`config.mk`:
```
export PLATFORM = sky130hd
export DESIGN_NAME = rbi_div_cell
export DESIGN_NICKNAME = d
export VERILOG_FILES = /design/src/design/assert_macros.svh /design/src/design/rbi_pkg.sv /design/src/design/rbi_div_cell.sv
export SDC_FILE = /design/constraint.sdc
export NUM_CORES = 1
export LEC_CHECK = 0
export BUFFER_PORTS_ARGS = -buffer_cell sky130_fd_sc_hd__clkbuf_2
export CAP_MARGIN = 20
export CORE_AREA = 2 2 404 406
export CTS_BUF_LIST = sky130_fd_sc_hd__clkbuf_16
export DETAILED_ROUTE_END_ITERATION = 12
export DIE_AREA = 0 0 406 408
export GPL_TIMING_DRIVEN = 0
export PLACE_DENSITY = 0.4
export SLEW_MARGIN = 25
export SYNTH_ARGS = -nofsm -noshare
export SYNTH_HDL_FRONTEND = slang
export SYNTH_SLANG_ARGS = --single-unit
```
`constraint.sdc`:
```
create_clock -name i_clk -period 3.1 [get_ports i_clk]
set_clock_uncertainty 0.1 [all_clocks]
set_input_delay 0.155 -clock i_clk [delete_from_list [all_inputs] [get_ports i_clk]]
set_output_delay 0.155 -clock i_clk [all_outputs]
set_load 0.05 [all_outputs]
```
`src/design/assert_macros.svh`:
```
// Assertion macros shared by the ray border intersection design.
// Depends on nothing; the clock i_clk and reset i_rst_n are taken from the user scope.
`ifndef ASSERT_MACROS_SVH
`define ASSERT_MACROS_SVH
`ifndef SYNTH
`define RBI_ASSERT_IMP(lbl, ante, cons, msg) \
    lbl: assert property (@(posedge i_clk) disable iff (!i_rst_n) (ante) |-> (cons)) \
        else $error(msg);
`define RBI_ASSERT_NXT(lbl, ante, cons, msg) \
    lbl: assert property (@(posedge i_clk) disable iff (!i_rst_n) (ante) |=> (cons)) \
        else $error(msg);
`else
`define RBI_ASSERT_IMP(lbl, ante, cons, msg)
`define RBI_ASSERT_NXT(lbl, ante, cons, msg)
`endif
`endif

```
`src/design/rbi_pkg.sv`:
```
// Types, constants and helpers for the ray border intersection pipeline.
// Depends on nothing.
package rbi_pkg;

    localparam int FRAC_BITS  = 8;
    localparam int COORD_BITS = 24;
    localparam int DIR_W      = COORD_BITS + 1;      // direction after negation
    localparam int MAG_W      = COORD_BITS;          // magnitude of direction / numerator
    localparam int T_W        = 28;                  // ray parameter width
    localparam int N_W        = MAG_W + FRAC_BITS;   // shifted numerator
    localparam int HEAD_W     = N_W - T_W;           // numerator bits above quotient
    localparam int CELLS      = T_W;                 // one quotient bit per cell
    localparam int NSTAGE     = CELLS + 4;           // front, cells, min, multiply, walk
    localparam int LANES      = 4;
    localparam int LIM_W      = 12;
    localparam int SIZE_W     = 13;
    localparam int PROD_W     = MAG_W + T_W;
    localparam logic [T_W-1:0] T_SENTINEL = T_W'(1000000 * (1 << FRAC_BITS));
    localparam logic [SIZE_W-1:0] FRAME_MAX = SIZE_W'(4096);

    localparam logic REG_WIDTH  = 1'b0;
    localparam logic REG_HEIGHT = 1'b1;

    typedef struct packed {
        logic signed [COORD_BITS-1:0] pos_x;
        logic signed [COORD_BITS-1:0] pos_y;
        logic signed [COORD_BITS-1:0] dir_x;
        logic signed [COORD_BITS-1:0] dir_y;
        logic                         reverse_dir;
    } t_in;

    typedef struct packed {
        logic [LIM_W-1:0] hit_x;
        logic [LIM_W-1:0] hit_y;
    } t_out;

    typedef struct packed {
        logic signed [COORD_BITS-1:0] px;
        logic signed [COORD_BITS-1:0] py;
        logic signed [DIR_W-1:0]      dx;
        logic signed [DIR_W-1:0]      dy;
    } t_ray;

    typedef struct packed {
        logic [MAG_W-1:0] rem;
        logic [T_W-1:0]   low;
        logic [T_W-1:0]   quo;
        logic [MAG_W-1:0] dvs;
        logic             sat;
    } t_lane;

    typedef struct packed {
        t_ray                  ray;
        t_lane [LANES-1:0]     lane;
    } t_div;

    function automatic logic [LIM_W-1:0] border_lim(input logic [SIZE_W-1:0] size);
        logic [SIZE_W-1:0] s;
        s = size;
        if (s == '0) s = SIZE_W'(1);
        if (s > FRAME_MAX) s = FRAME_MAX;
        border_lim = LIM_W'(s - SIZE_W'(1));
    endfunction

endpackage

```
`src/design/rbi_div_cell.sv`:
```
// Divider cell: resolves one quotient bit for all four border lanes.
// Depends on rbi_pkg.
module rbi_div_cell (
    input  logic          i_clk,
    input  logic          i_en,
    input  rbi_pkg::t_div i_div,
    output rbi_pkg::t_div o_div
);

    rbi_pkg::t_div r_div;
    rbi_pkg::t_div n_div;

    always_comb begin
        n_div.ray = i_div.ray;
        for (int k = 0; k < rbi_pkg::LANES; k++) begin
            logic [rbi_pkg::MAG_W:0] trial;
            logic [rbi_pkg::MAG_W:0] diff;
            logic                    ge;
            trial = {i_div.lane[k].rem, i_div.lane[k].low[rbi_pkg::T_W-1]};
            diff  = trial - {1'b0, i_div.lane[k].dvs};
            ge    = trial >= {1'b0, i_div.lane[k].dvs};
            n_div.lane[k].rem = ge ? diff[rbi_pkg::MAG_W-1:0] : trial[rbi_pkg::MAG_W-1:0];
            n_div.lane[k].low = {i_div.lane[k].low[rbi_pkg::T_W-2:0], 1'b0};
            n_div.lane[k].quo = {i_div.lane[k].quo[rbi_pkg::T_W-2:0], ge};
            n_div.lane[k].dvs = i_div.lane[k].dvs;
            n_div.lane[k].sat = i_div.lane[k].sat;
        end
    end

    always_ff @(posedge i_clk) begin
        if (i_en) begin
            r_div <= n_div;
        end
    end

    assign o_div = r_div;

endmodule

```
Yosys cells after proc, flatten, opt, wreduce, memory -nomap -nowiden
Cells that the tools add are included.
{ "classes": {"div": 0, "magnitude_cmp": 4, "mul": 0, "n_mux": 4, "n_reduce_logical": 0, "add_sub_neg": 4, "eq_ne": 0, "n_bitwise": 0, "shifts": 0} }
{ "ops": {"columns": ["cell", "n"], "rows": [
  ["$ge A25 B24 Y1", 4],
  ["$mux W24", 4],
  ["$sub A24 B24 Y24", 4]
]} }
{ "totals": {"ram_bits": 0, "output_inout_bits": 518, "input_bits": 520, "register_bits": 514, "mem_bits_ro": 0, "latchBits": 0, "n_memories": 0} }

Depth between registers and ports, before layout
Gate-level depths: netlist of run 1.
{ "logic_depth": {"ltp_word": 2, "ltp_mapped": 13, "mapped_depth_nobuf": 12} }

Worst setup path after synthesis of run 1
No wires, ideal clock.
{ "synth_timing": {"path_kind": "input -> register", "startpoint": "input i_div[330] (netlist bit)", "endpoint": "register r_div, in the netlist o_div[402] (data pin)", "path_buffers": 1, "path_stages": 12, "slack_ns": 0.303, "required_time_ns": 2.740, "t_arrival_ns": 2.437, "setup_ns": 0.260, "path_cell_list": "inv_1 -> ha_1 -> a21o_1 -> a21o_1 -> a21oi_2 -> a21boi_2 -> a41oi_2 -> a311oi_4 -> a21o_1 -> a21oi_4 -> buf_12 -> mux2_4"} }
{ "synth_lines": {"columns": ["item", "line_no", "text"], "rows": [
  ["start, declared", "rbi_div_cell.sv:6", "input rbi_pkg::t_div i_div,"],
  ["end signal, assigned", "rbi_div_cell.sv:32", "r_div <= n_div;"],
  ["end, declared", "rbi_div_cell.sv:10", "rbi_pkg::t_div r_div;"]
]} }

==> impl_metrics.csv, run 1 <==
group,metric,value,unit
final_layout,drive_gt1_share,40.67,%
yosys,yosys-top-cells-count,"514 x edfxtp_1, 120 x inv_1, 106 x a21oi_1",
sta,hold_slack,-353.5,ps
clock_tree,h-tree-depth,3,
place,place.port_buffers,1029,
worst_setup_path,path_buf_inv,2,
sta,timing.final.crit_share,100.5,%
hold_path,hold_start,"i_div[316]",
floorplan,die_h,408,um
worst_setup_path,crit_path_end_kind,"flop",
worst_setup_path,start_kind,"primary input",
outcome,violations,"hold timing, setup timing",
detailed_routing,detail-route-antenna-nets,0,
floorplan,dieArea,165600,um2
detailed_routing,avgRoutedWirePerCell,21.02,um
worst_setup_path,cpPeakStageDelay,650,ps
worst_setup_path,critPathSlowestCell,"o31ai_1",
yosys,synth-seq-cells,514,
final_layout,largest_reg_flops,514,
yosys,synth_top_area_share,70.75,%
worst_setup_path,crit_top_cell,"o31ai_1",
final_layout,final_core_util,23.23,%
sta,tightestPinTransition,922.9,ps
yosys,synth_largest_area_cell,"edfxtp_1",
yosys,seq_area_frac_synth,70.75,%
yosys,synth_most_common_cell,"edfxtp_1",
sta,period_minus_slack,3114,ps
global_route,grt_pass1_wl,147900,um
yosys,synth_cell_types,75,
place,place.gp.congestion,0.8282,
sta,relSlewSlack,38.03,%
global_route,first_global_vias,19120,
yosys,synth_area_leaders,"edfxtp_1 71%, ha_1 5.5%, a21oi_1 2.4%",
yosys,synth_area_per_cell,15.50,um2
floorplan,die_w,406,um
final_layout,fillers,17410,
floorplan,io_pins,1038,
detailed_routing,drtIter0Drc,834,
floorplan,num_rows,148,
detailed_routing,drc,0,
global_route,overflow,0,
sta,setup_viol,2,
floorplan,core_area,161700,um2
final_layout,final_nets,3664,
yosys,syn_area,21810,um2
clock_tree,cts.clk_slew.worst_paths,60,ps
floorplan,initial_utilization,13.49,%
sta,maxSlewViolCount,0,
worst_setup_path,cp.required,3390,ps
worst_setup_path,cp.arrival,3410,ps
hold_path,hold-path-endpoint,"o_div[316]$_DFFE_PP_",
yosys,synth_ff_type,"edfxtp_1",
yosys,yosysWarnings,0,
power,leakage,16.06,nW
worst_setup_path,worstSetupPathType,"primary input to flop",
hold_path,hold_depth,1,
final_layout,syn2layout_area_growth,72.18,%
clock_tree,cts-root-buf,"clkbuf_16",
detailed_routing,routed_wl,111300,um
detailed_routing,via_per_inst,3.510,
yosys,syn_inst,1407,
job,max-cap-violations,0,
yosys,synthArstFlopShare,0,%
global_route,grt_antenna_before_repair,66,
place,place_hpwl,89920,um
worst_setup_path,cp_max_fo,3,
sta,fin_ws,-13.95,ps
global_route,grtUsageTotal,12.92,%
yosys,synth_edf_count,514,
global_route,grt_max_degree,80,
detailed_routing,vias,18590,
worst_setup_path,path_cells,"clkbuf_2, inv_1, ha_1, fa_1, nor2b_1, o31a_1, o31ai_1, a21oi_1, o31ai_1, a211oi_1, xor2_1, mux2_2",
worst_setup_path,crit_family,"compound AO/OA/AOI/OAI gates",
clock_tree,cts_made_buffers,70,
detailed_routing,firstDrtPassIters,5,
sta,max_freq,0.3211,GHz
power,power_density,607.9,nW/um2
outcome,outcome,"finished, violations left",
clock_tree,cts_tree,"yes",
final_layout,instances_no_fill,5296,
place,place_inst,4621,
hold_path,hold_path.class,"primary input to flop",
clock_tree,clock-sinks,514,
power,peakVddDrop,0.4160,mV
clock_tree,clock_path_buffers,3,
sta,finalHoldViolCount,6,
## cell usage in the layout (no fill, tap or decap), drive strengths merged, types with 7 or more instances in the layout
cell type and instances:
a211o 7, a21o 42, a21oi 112, a31oi 7, and3 7, buf 26
clkbuf 1109, clkinv 27, clkinvlp 7, diode 25, dlygate4sd3 519, edfxtp 514
ha 96, inv 133, mux2 61, nand2 42, nand2b 13, nand3 18
nand4 12, nor2 71, nor2b 19, nor3 11, nor4 9, o211ai 8
o21a 14, o21ai 45, o21bai 8, xnor2 49, xor2 29
## timing repair
action / in CTS / in global routing
buffers inserted: 0 / 7
endpoints found under the setup margin: 21 / 58
resized for setup: 4 / 19
pin swaps: 0 / 2
cloned: 0 / 0
hold buffers: 510 / 9
hold endpoints to repair: 562 / 15
## through the flow
stage                     setup TNS (ps)  total power, mW  setup WS, ps  area [um2]  hold WS (ps)
after floorplan                        0            12.30         302.8       21830         153.9
after CTS                              0            23.32         5.078       37290        -442.5
final                             -14.16            22.83        -13.95       37560        -353.5
after global placement          -4278430            14.42         -8375       29700         231.2
after detailed placement          -51900            14.27         -1604       29900         233.6
after global routing              -7.495            23.86        -7.495       37530        -433.2
## area by class of cell
class / instances / area (um2) / area share (%)
Timing Repair Buffer: 1562 / 10600 / 28.22
Tap cell: 2175 / 2721 / 7.245
Sequential cell: 514 / 15430 / 41.09
Inverter: 120 / 450.4 / 1.199
Antenna cell: 25 / 62.56 / 0.1666
Clock inverter: 53 / 494.2 / 1.316
Buffer: 21 / 166.4 / 0.4431
Multi-Input combinational cell: 755 / 5854 / 15.59
Clock buffer: 71 / 1777 / 4.730
## kinds of logic after synthesis
family | share of synthesized area (%)
flip-flops | 70.75
AO/OA/AOI/OAI | 8.810
AND/OR/NAND/NOR | 4.847
buffers and inverters | 2.765
adder cells (fa/ha/maj) | 5.873
XOR/XNOR | 3.132
multiplexers | 3.803
other | 0.01719
## worst max path at each step
| stage | startpoint | end | slack, ps | depth (start not counted) |
|---|---|---|---|---|
| finish | i_div[290] | o_div[313]$_DFFE_PP_ | -10 | 12 |
| global placement | i_en | o_div[456]$_DFFE_PP_ | -8370 | 1 |
| CTS | i_div[83] | o_div[96]$_DFFE_PP_ | 5 | 11 |
| detailed placement | i_div[107] | o_div[192]$_DFFE_PP_ | -1600 | 12 |
| global route | i_div[84] | o_div[103]$_DFFE_PP_ | -7 | 10 |
| floorplan | i_div[330] | o_div[402]$_DFFE_PP_ | 300 | 12 |
## where the power goes
group,leakage (nW),internal (mW),switching (mW)
combinational,9.90,1.84,4.17
clock,1.13,4.70,3.46
sequential,5.03,8.44,0.221
## routing by layer
metal / routed length [um] / vias to the layer above / global-route usage (%)
li1: - / 8641 / -
met1: 40560 / 8920 / 13.71
met3: 10110 / 164 / 4.998
met2: 56950 / 822 / 23.34
met4: 3449 / 40 / 3.974
met5: 241 / - / 0
Power figures use the tool's default switching activity.
==> inputs of run 2 (changes only) <==
--- a/config.mk
+++ b/config.mk
@@ -7,12 +7,12 @@
 export LEC_CHECK = 0
 export BUFFER_PORTS_ARGS = -buffer_cell sky130_fd_sc_hd__clkbuf_2
 export CAP_MARGIN = 20
-export CORE_AREA = 2 2 404 406
-export CTS_BUF_LIST = sky130_fd_sc_hd__clkbuf_16
+export CORE_AREA = 2 2 400 402
+export CTS_BUF_LIST = sky130_fd_sc_hd__clkbuf_4 sky130_fd_sc_hd__clkbuf_8
 export DETAILED_ROUTE_END_ITERATION = 12
-export DIE_AREA = 0 0 406 408
+export DIE_AREA = 0 0 402 404
 export GPL_TIMING_DRIVEN = 0
-export PLACE_DENSITY = 0.4
+export PLACE_DENSITY = 0.41
 export SLEW_MARGIN = 25
 export SYNTH_ARGS = -nofsm -noshare
 export SYNTH_HDL_FRONTEND = slang
==> run 2 against run 1 <==
  * The run ends with hold timing left
  * Worst setup slack improved by 55 ps
  * Clock-buffer cell count increased by 58
  * Cell area up 10%
  * Critical endpoint is now o_div[408]$_DFFE_PP_
  * Largest cell class unchanged
  * Largest power group unchanged
==> impl_metrics.csv, run 2 (synthesis gave the netlist of run 1 again) <==
group,metric,value,unit
outcome,outcome,"finished, violations left",
outcome,violations,"hold timing",
floorplan,dieArea,162400,um2
final_layout,instances_no_fill,5640,
final_layout,mostFrequentLayoutCells,"1029 x clkbuf_2, 914 x dlygate4sd3_1, 514 x edfxtp_1",
worst_setup_path,cp.required,3540,ps
final_layout,fillers,16650,
clock_tree,clock_path_buffers,3,
place,place_hpwl,83810,um
clock_tree,cts_tree,"yes",
sta,hold_slack,-566.4,ps
place,place_inst,4519,
final_layout,final_area,41300,um2
clock_tree,h-tree-depth,3,
worst_setup_path,cp-startpoint,"i_div[317]",
place,place.port_buffers,1029,
worst_setup_path,start_kind,"primary input",
sta,setup_viol,0,
sta,fin_ws,40.70,ps
sta,timing.final.crit_share,98.69,%
job,max-cap-violations,0,
floorplan,die_h,404,um
power,p_sw,7.806,mW
power,comb_power_share,28.0,%
hold_path,hold_path.class,"primary input to flop",
clock_tree,cts_made_buffers,101,
worst_setup_path,cp.arrival,3500,ps
sta,tightestPinTransition,744.8,ps
sta,max_freq,0.3269,GHz
final_layout,final_core_util,26.17,%
power,peakVddDrop,0.3396,mV
final_layout,syn2layout_area_growth,89.33,%
floorplan,core_area,157800,um2
final_layout,final_nets,4091,
worst_setup_path,worstSetupPathType,"primary input to flop",
place,preCtsSetupSlack,-1143,ps
worst_setup_path,cp_max_fo,10,
sta,period_minus_slack,3059,ps
detailed_routing,vias,20190,
power,swShare,34.39,%
detailed_routing,via_per_inst,3.580,
floorplan,die_w,402,um
hold_path,hold-path-endpoint,"o_div[109]$_DFFE_PP_",
power,clockPowerShare,33.7,%
detailed_routing,drc,0,
final_layout,layout_commonest_cell,"clkbuf_2",
final_layout,drive_gt1_share,37.16,%
sta,finalHoldViolCount,23,
final_layout,largest_reg_flops,514,
place,place.gp.congestion,0.8302,
worst_setup_path,crit_path_end_kind,"flop",
floorplan,io_pins,1038,
global_route,grt_max_degree,82,
clock_tree,cts-root-buf,"clkbuf_8",
power,leakage,17.73,nW
global_route,first_global_vias,20890,
detailed_routing,drtIter0Drc,1122,
power,power,22.70,mW
clock_tree,cts.clk_slew.worst_paths,60,ps
hold_path,hold_depth,1,
detailed_routing,avgRoutedWirePerCell,19.30,um
power,power_frac_seq,38.3,%
global_route,grt_antenna_before_repair,35,
global_route,grtUsageTotal,12.75,%
clock_tree,clock-sinks,514,
detailed_routing,firstDrtPassIters,5,
hold_path,hold_start,"i_div[109]",
floorplan,initial_utilization,13.82,%
floorplan,num_rows,146,
global_route,overflow,0,
power,power_density,549.6,nW/um2
detailed_routing,routed_wl,108800,um
sta,relSlewSlack,49.82,%
detailed_routing,detail-route-antenna-nets,0,
place,place_area,29800,um2
power,p_int,14.89,mW
global_route,grt_pass1_wl,148200,um
sta,maxSlewViolCount,0,
[run 2: changes by cell type in the layout (fill, tap and decap cells not counted), sizes merged]
cell and delta:
inv -7, dlygate4sd3 +395, clkinvlp -3, diode -9, buf +5, bufinv +4
clkbuf +54, clkinv +8
[run 2: cell type report]
| type | count | area, um2 | area share [%] |
|---|---|---|---|
| repair buffers | 1960 | 14610 | 35.37 |
| multi-input cells | 755 | 5853 | 14.17 |
| clock buffers | 129 | 1600 | 3.875 |
| inverters | 120 | 450.4 | 1.091 |
| well taps | 2072 | 2592 | 6.277 |
| flip-flops and latches | 514 | 15430 | 37.37 |
| diodes | 16 | 40.04 | 0.09694 |
| clock inverters | 55 | 570.5 | 1.381 |
| plain buffers | 19 | 151.4 | 0.3666 |
[run 2: through the flow]
| step | TNS [ps] | hold WS (ps) |
|---|---|---|
| after floorplan | 0 | 153.9 |
| final | 0 | -566.4 |
| after detailed placement | -52520 | 233.6 |
| after global placement | -4253760 | 231.4 |
| after CTS | 0 | -729.1 |
| after global routing | -106.0 | -662.1 |
[run 2: how the worst max path moves through the flow]
stage	endpoint	slack [ps]
floorplan	o_div[402]$_DFFE_PP_	300
global placement	o_div[346]$_DFFE_PP_	-8360
detailed placement	o_div[101]$_DFFE_PP_	-1140
CTS	o_div[101]$_DFFE_PP_	7
global route	o_div[408]$_DFFE_PP_	-20
finish	o_div[408]$_DFFE_PP_	40
[run 2: critical path, stage by stage]
cell           delay, ps
dlygate4sd3_1        520
clkbuf_2             160
inv_1                 60
ha_1                 300
nor2b_1              150
o21bai_1             120
a21boi_1             140
o31ai_4              350
a41oi_4              220
a311oi_4             400
a21o_1               210
a21oi_4               80
buf_12               180
buf_12               150
mux2_4               300
[run 2: power by group through the flow]
stage	sequential, mW	combinational [mW]	clock, mW
5_1_grt	8.75	6.70	8.25
4_1_cts	8.69	6.33	8.03
3_5_place_dp	8.83	5.38	0
3_3_place_gp	8.98	5.35	0
2_1_floorplan	11.1	1.24	0
6_report	8.69	6.36	7.65
[run 2: metal layers]
metal | vias up | routed length, um | track usage [%]
met3 | 174 | 9012 | 4.157
met4 | 20 | 4216 | 5.745
li1 | 9499 | - | -
met2 | 807 | 53020 | 21.66
met1 | 9692 | 42440 | 14.53
met5 | - | 137 | 0
[run 2: repair_timing]
action	4_1_cts	5_1_grt
hold buffers	880	34
pin swaps	0	6
endpoints found under the setup margin	9	64
hold endpoints to repair	678	44
buffers inserted	0	9
resized for setup	1	20
==> inputs of run 3 (changes only) <==
--- a/config.mk
+++ b/config.mk
@@ -7,10 +7,11 @@
 export LEC_CHECK = 0
 export BUFFER_PORTS_ARGS = -buffer_cell sky130_fd_sc_hd__clkbuf_2
 export CAP_MARGIN = 20
-export CORE_AREA = 2 2 400 402
+export CORE_AREA = 2 2 401 403
 export CTS_BUF_LIST = sky130_fd_sc_hd__clkbuf_4 sky130_fd_sc_hd__clkbuf_8
 export DETAILED_ROUTE_END_ITERATION = 12
-export DIE_AREA = 0 0 402 404
+export DIE_AREA = 0 0 403 405
+export GPL_ROUTABILITY_DRIVEN = 0
 export GPL_TIMING_DRIVEN = 0
 export PLACE_DENSITY = 0.41
 export SLEW_MARGIN = 25
==> run 3 against run 2 <==
  * The flow finishes with violations (hold timing, setup timing)
  * Worst setup slack worse by 110 ps
  * Critical path depth is 3 lower
  * Combinational power rose by 1%
  * Via count rose by 1.3%
  * First-iteration DRC count shrank 14%
  * Power up 1.1%
  * Sequential cell count did not move
  * Global-route usage shrank 0.17 points
  * Largest power group unchanged
==> impl_metrics.csv, run 3 (synthesis gave the netlist of run 1 again) <==
group,metric,value,unit
outcome,outcome,"finished, violations left",
outcome,violations,"hold timing, setup timing",
floorplan,dieArea,163200,um2
place,place.port_buffers,1029,
worst_setup_path,crit_family,"compound AO/OA/AOI/OAI gates",
sta,finalHoldViolCount,12,
sta,maxSlewViolCount,0,
detailed_routing,via_per_inst,3.581,
power,peakVddDrop,0.3699,mV
final_layout,largest_reg_flops,514,
floorplan,die_h,405,um
clock_tree,clock_path_buffers,3,
floorplan,num_rows,147,
detailed_routing,drc,0,
global_route,grt_antenna_before_repair,35,
detailed_routing,detail-route-antenna-nets,0,
final_layout,final_nets,4143,
worst_setup_path,cp_max_fo,10,
final_layout,instances_no_fill,5712,
detailed_routing,avgRoutedWirePerCell,18.83,um
place,place_inst,4532,
sta,timing.final.crit_share,102.2,%
worst_setup_path,path_cells,"clkbuf_2, inv_1, dlygate4sd3_1, ha_1, nand3_1, nor2_1, a21boi_2, o211ai_1, a41oi_2, o221ai_4, buf_4, mux2_1",
floorplan,initial_utilization,13.70,%
sta,relSlewSlack,46.82,%
sta,tightestPinTransition,777.6,ps
worst_setup_path,cp-startpoint,"i_div[218]",
worst_setup_path,critPathSlowestCell,"dlygate4sd3_1",
global_route,grtUsageTotal,12.59,%
global_route,grt_max_degree,81,
clock_tree,h-tree-depth,3,
clock_tree,clock-sinks,514,
floorplan,die_w,403,um
sta,rsz0062_at_grt,"no",
clock_tree,cts_made_buffers,102,
detailed_routing,firstDrtPassIters,5,
power,leakage,17.99,nW
sta,period_minus_slack,3168,ps
global_route,grt_pass1_wl,146900,um
final_layout,syn2layout_area_growth,92.03,%
worst_setup_path,path_buf_inv,4,
worst_setup_path,crit_path_end_kind,"flop",
detailed_routing,vias,20460,
hold_path,hold_start,"i_div[111]",
final_layout,drive_gt1_share,36.74,%
clock_tree,cts_tree,"yes",
worst_setup_path,start_kind,"primary input",
final_layout,mostFrequentLayoutCells,"1030 x clkbuf_2, 966 x dlygate4sd3_1, 514 x edfxtp_1",
worst_setup_path,cp.arrival,3620,ps
floorplan,core_area,159300,um2
sta,setup_viol,13,
worst_setup_path,cpPeakStageDelay,560,ps
clock_tree,cts.clk_slew.worst_paths,70,ps
job,max-cap-violations,0,
global_route,first_global_vias,21320,
detailed_routing,drtIter0Drc,968,
power,power_density,547.8,nW/um2
clock_tree,cts-root-buf,"clkbuf_8",
hold_path,hold_path.class,"primary input to flop",
sta,hold_slack,-571.3,ps
final_layout,layout_commonest_cell,"clkbuf_2",
floorplan,io_pins,1038,
place,preCtsSetupSlack,-926.5,ps
sta,max_freq,0.3157,GHz
place,place_hpwl,81740,um
worst_setup_path,worstSetupPathType,"primary input to flop",
power,power,22.95,mW
detailed_routing,routed_wl,107500,um
worst_setup_path,cp.required,3550,ps
sta,fin_ws,-67.67,ps
global_route,overflow,0,
run 3: stage by stage:
stage | setup TNS, ps | util [%] | cell area (um2)
2_1_floorplan | 0 | - | 21830
3_5_place_dp | -42870 | 18.70 | 29790
6_report | -333.7 | 26.30 | 41890
4_1_cts | 0 | 25.97 | 41360
5_1_grt | 0 | 26.30 | 41890
3_3_place_gp | -4288250 | 18.57 | 29590
run 3: power by group:
part	internal, mW	total (mW)	switching [mW]	leakage [nW]
clock	4.42	7.85	3.43	1.18
sequential	8.44	8.66	0.221	5.03
combinational	2.26	6.44	4.18	11.8
total	15.1	22.9	7.83	18.0
run 3: layer usage:
layer	share of wire [%]	track usage [%]	vias up
met4	4.7	6.150	16
met3	6.8	4.038	193
met5	0.099	0	-
met1	39	14.04	9875
li1	-	-	9607
met2	49	21.58	765
run 3: worst paths after layout:
check                    to  cells past startpoint
max    o_div[307]$_DFFE_PP_                     12
min    o_div[111]$_DFFE_PP_                      1
run 3: cell type report:
type                       count  area, um2
fill                       16660     117400
sequential                   514      15430
timing repair buffer        2009      15070
multi-input combinational    755       5866
tap                         2086       2610
clock buffer                 124       1582
clock inverter                69      680.7
inverter                     120      450.4
buffer                        21      160.2
antenna                       14      35.03
run 3: timing repair:
action | in CTS | in global routing
setup buffers | 0 | 7
endpoints found under the hold margin | 663 | 34
gates resized for setup | 0 | 21
setup endpoints to repair | 0 | 59
hold buffers | 930 | 36
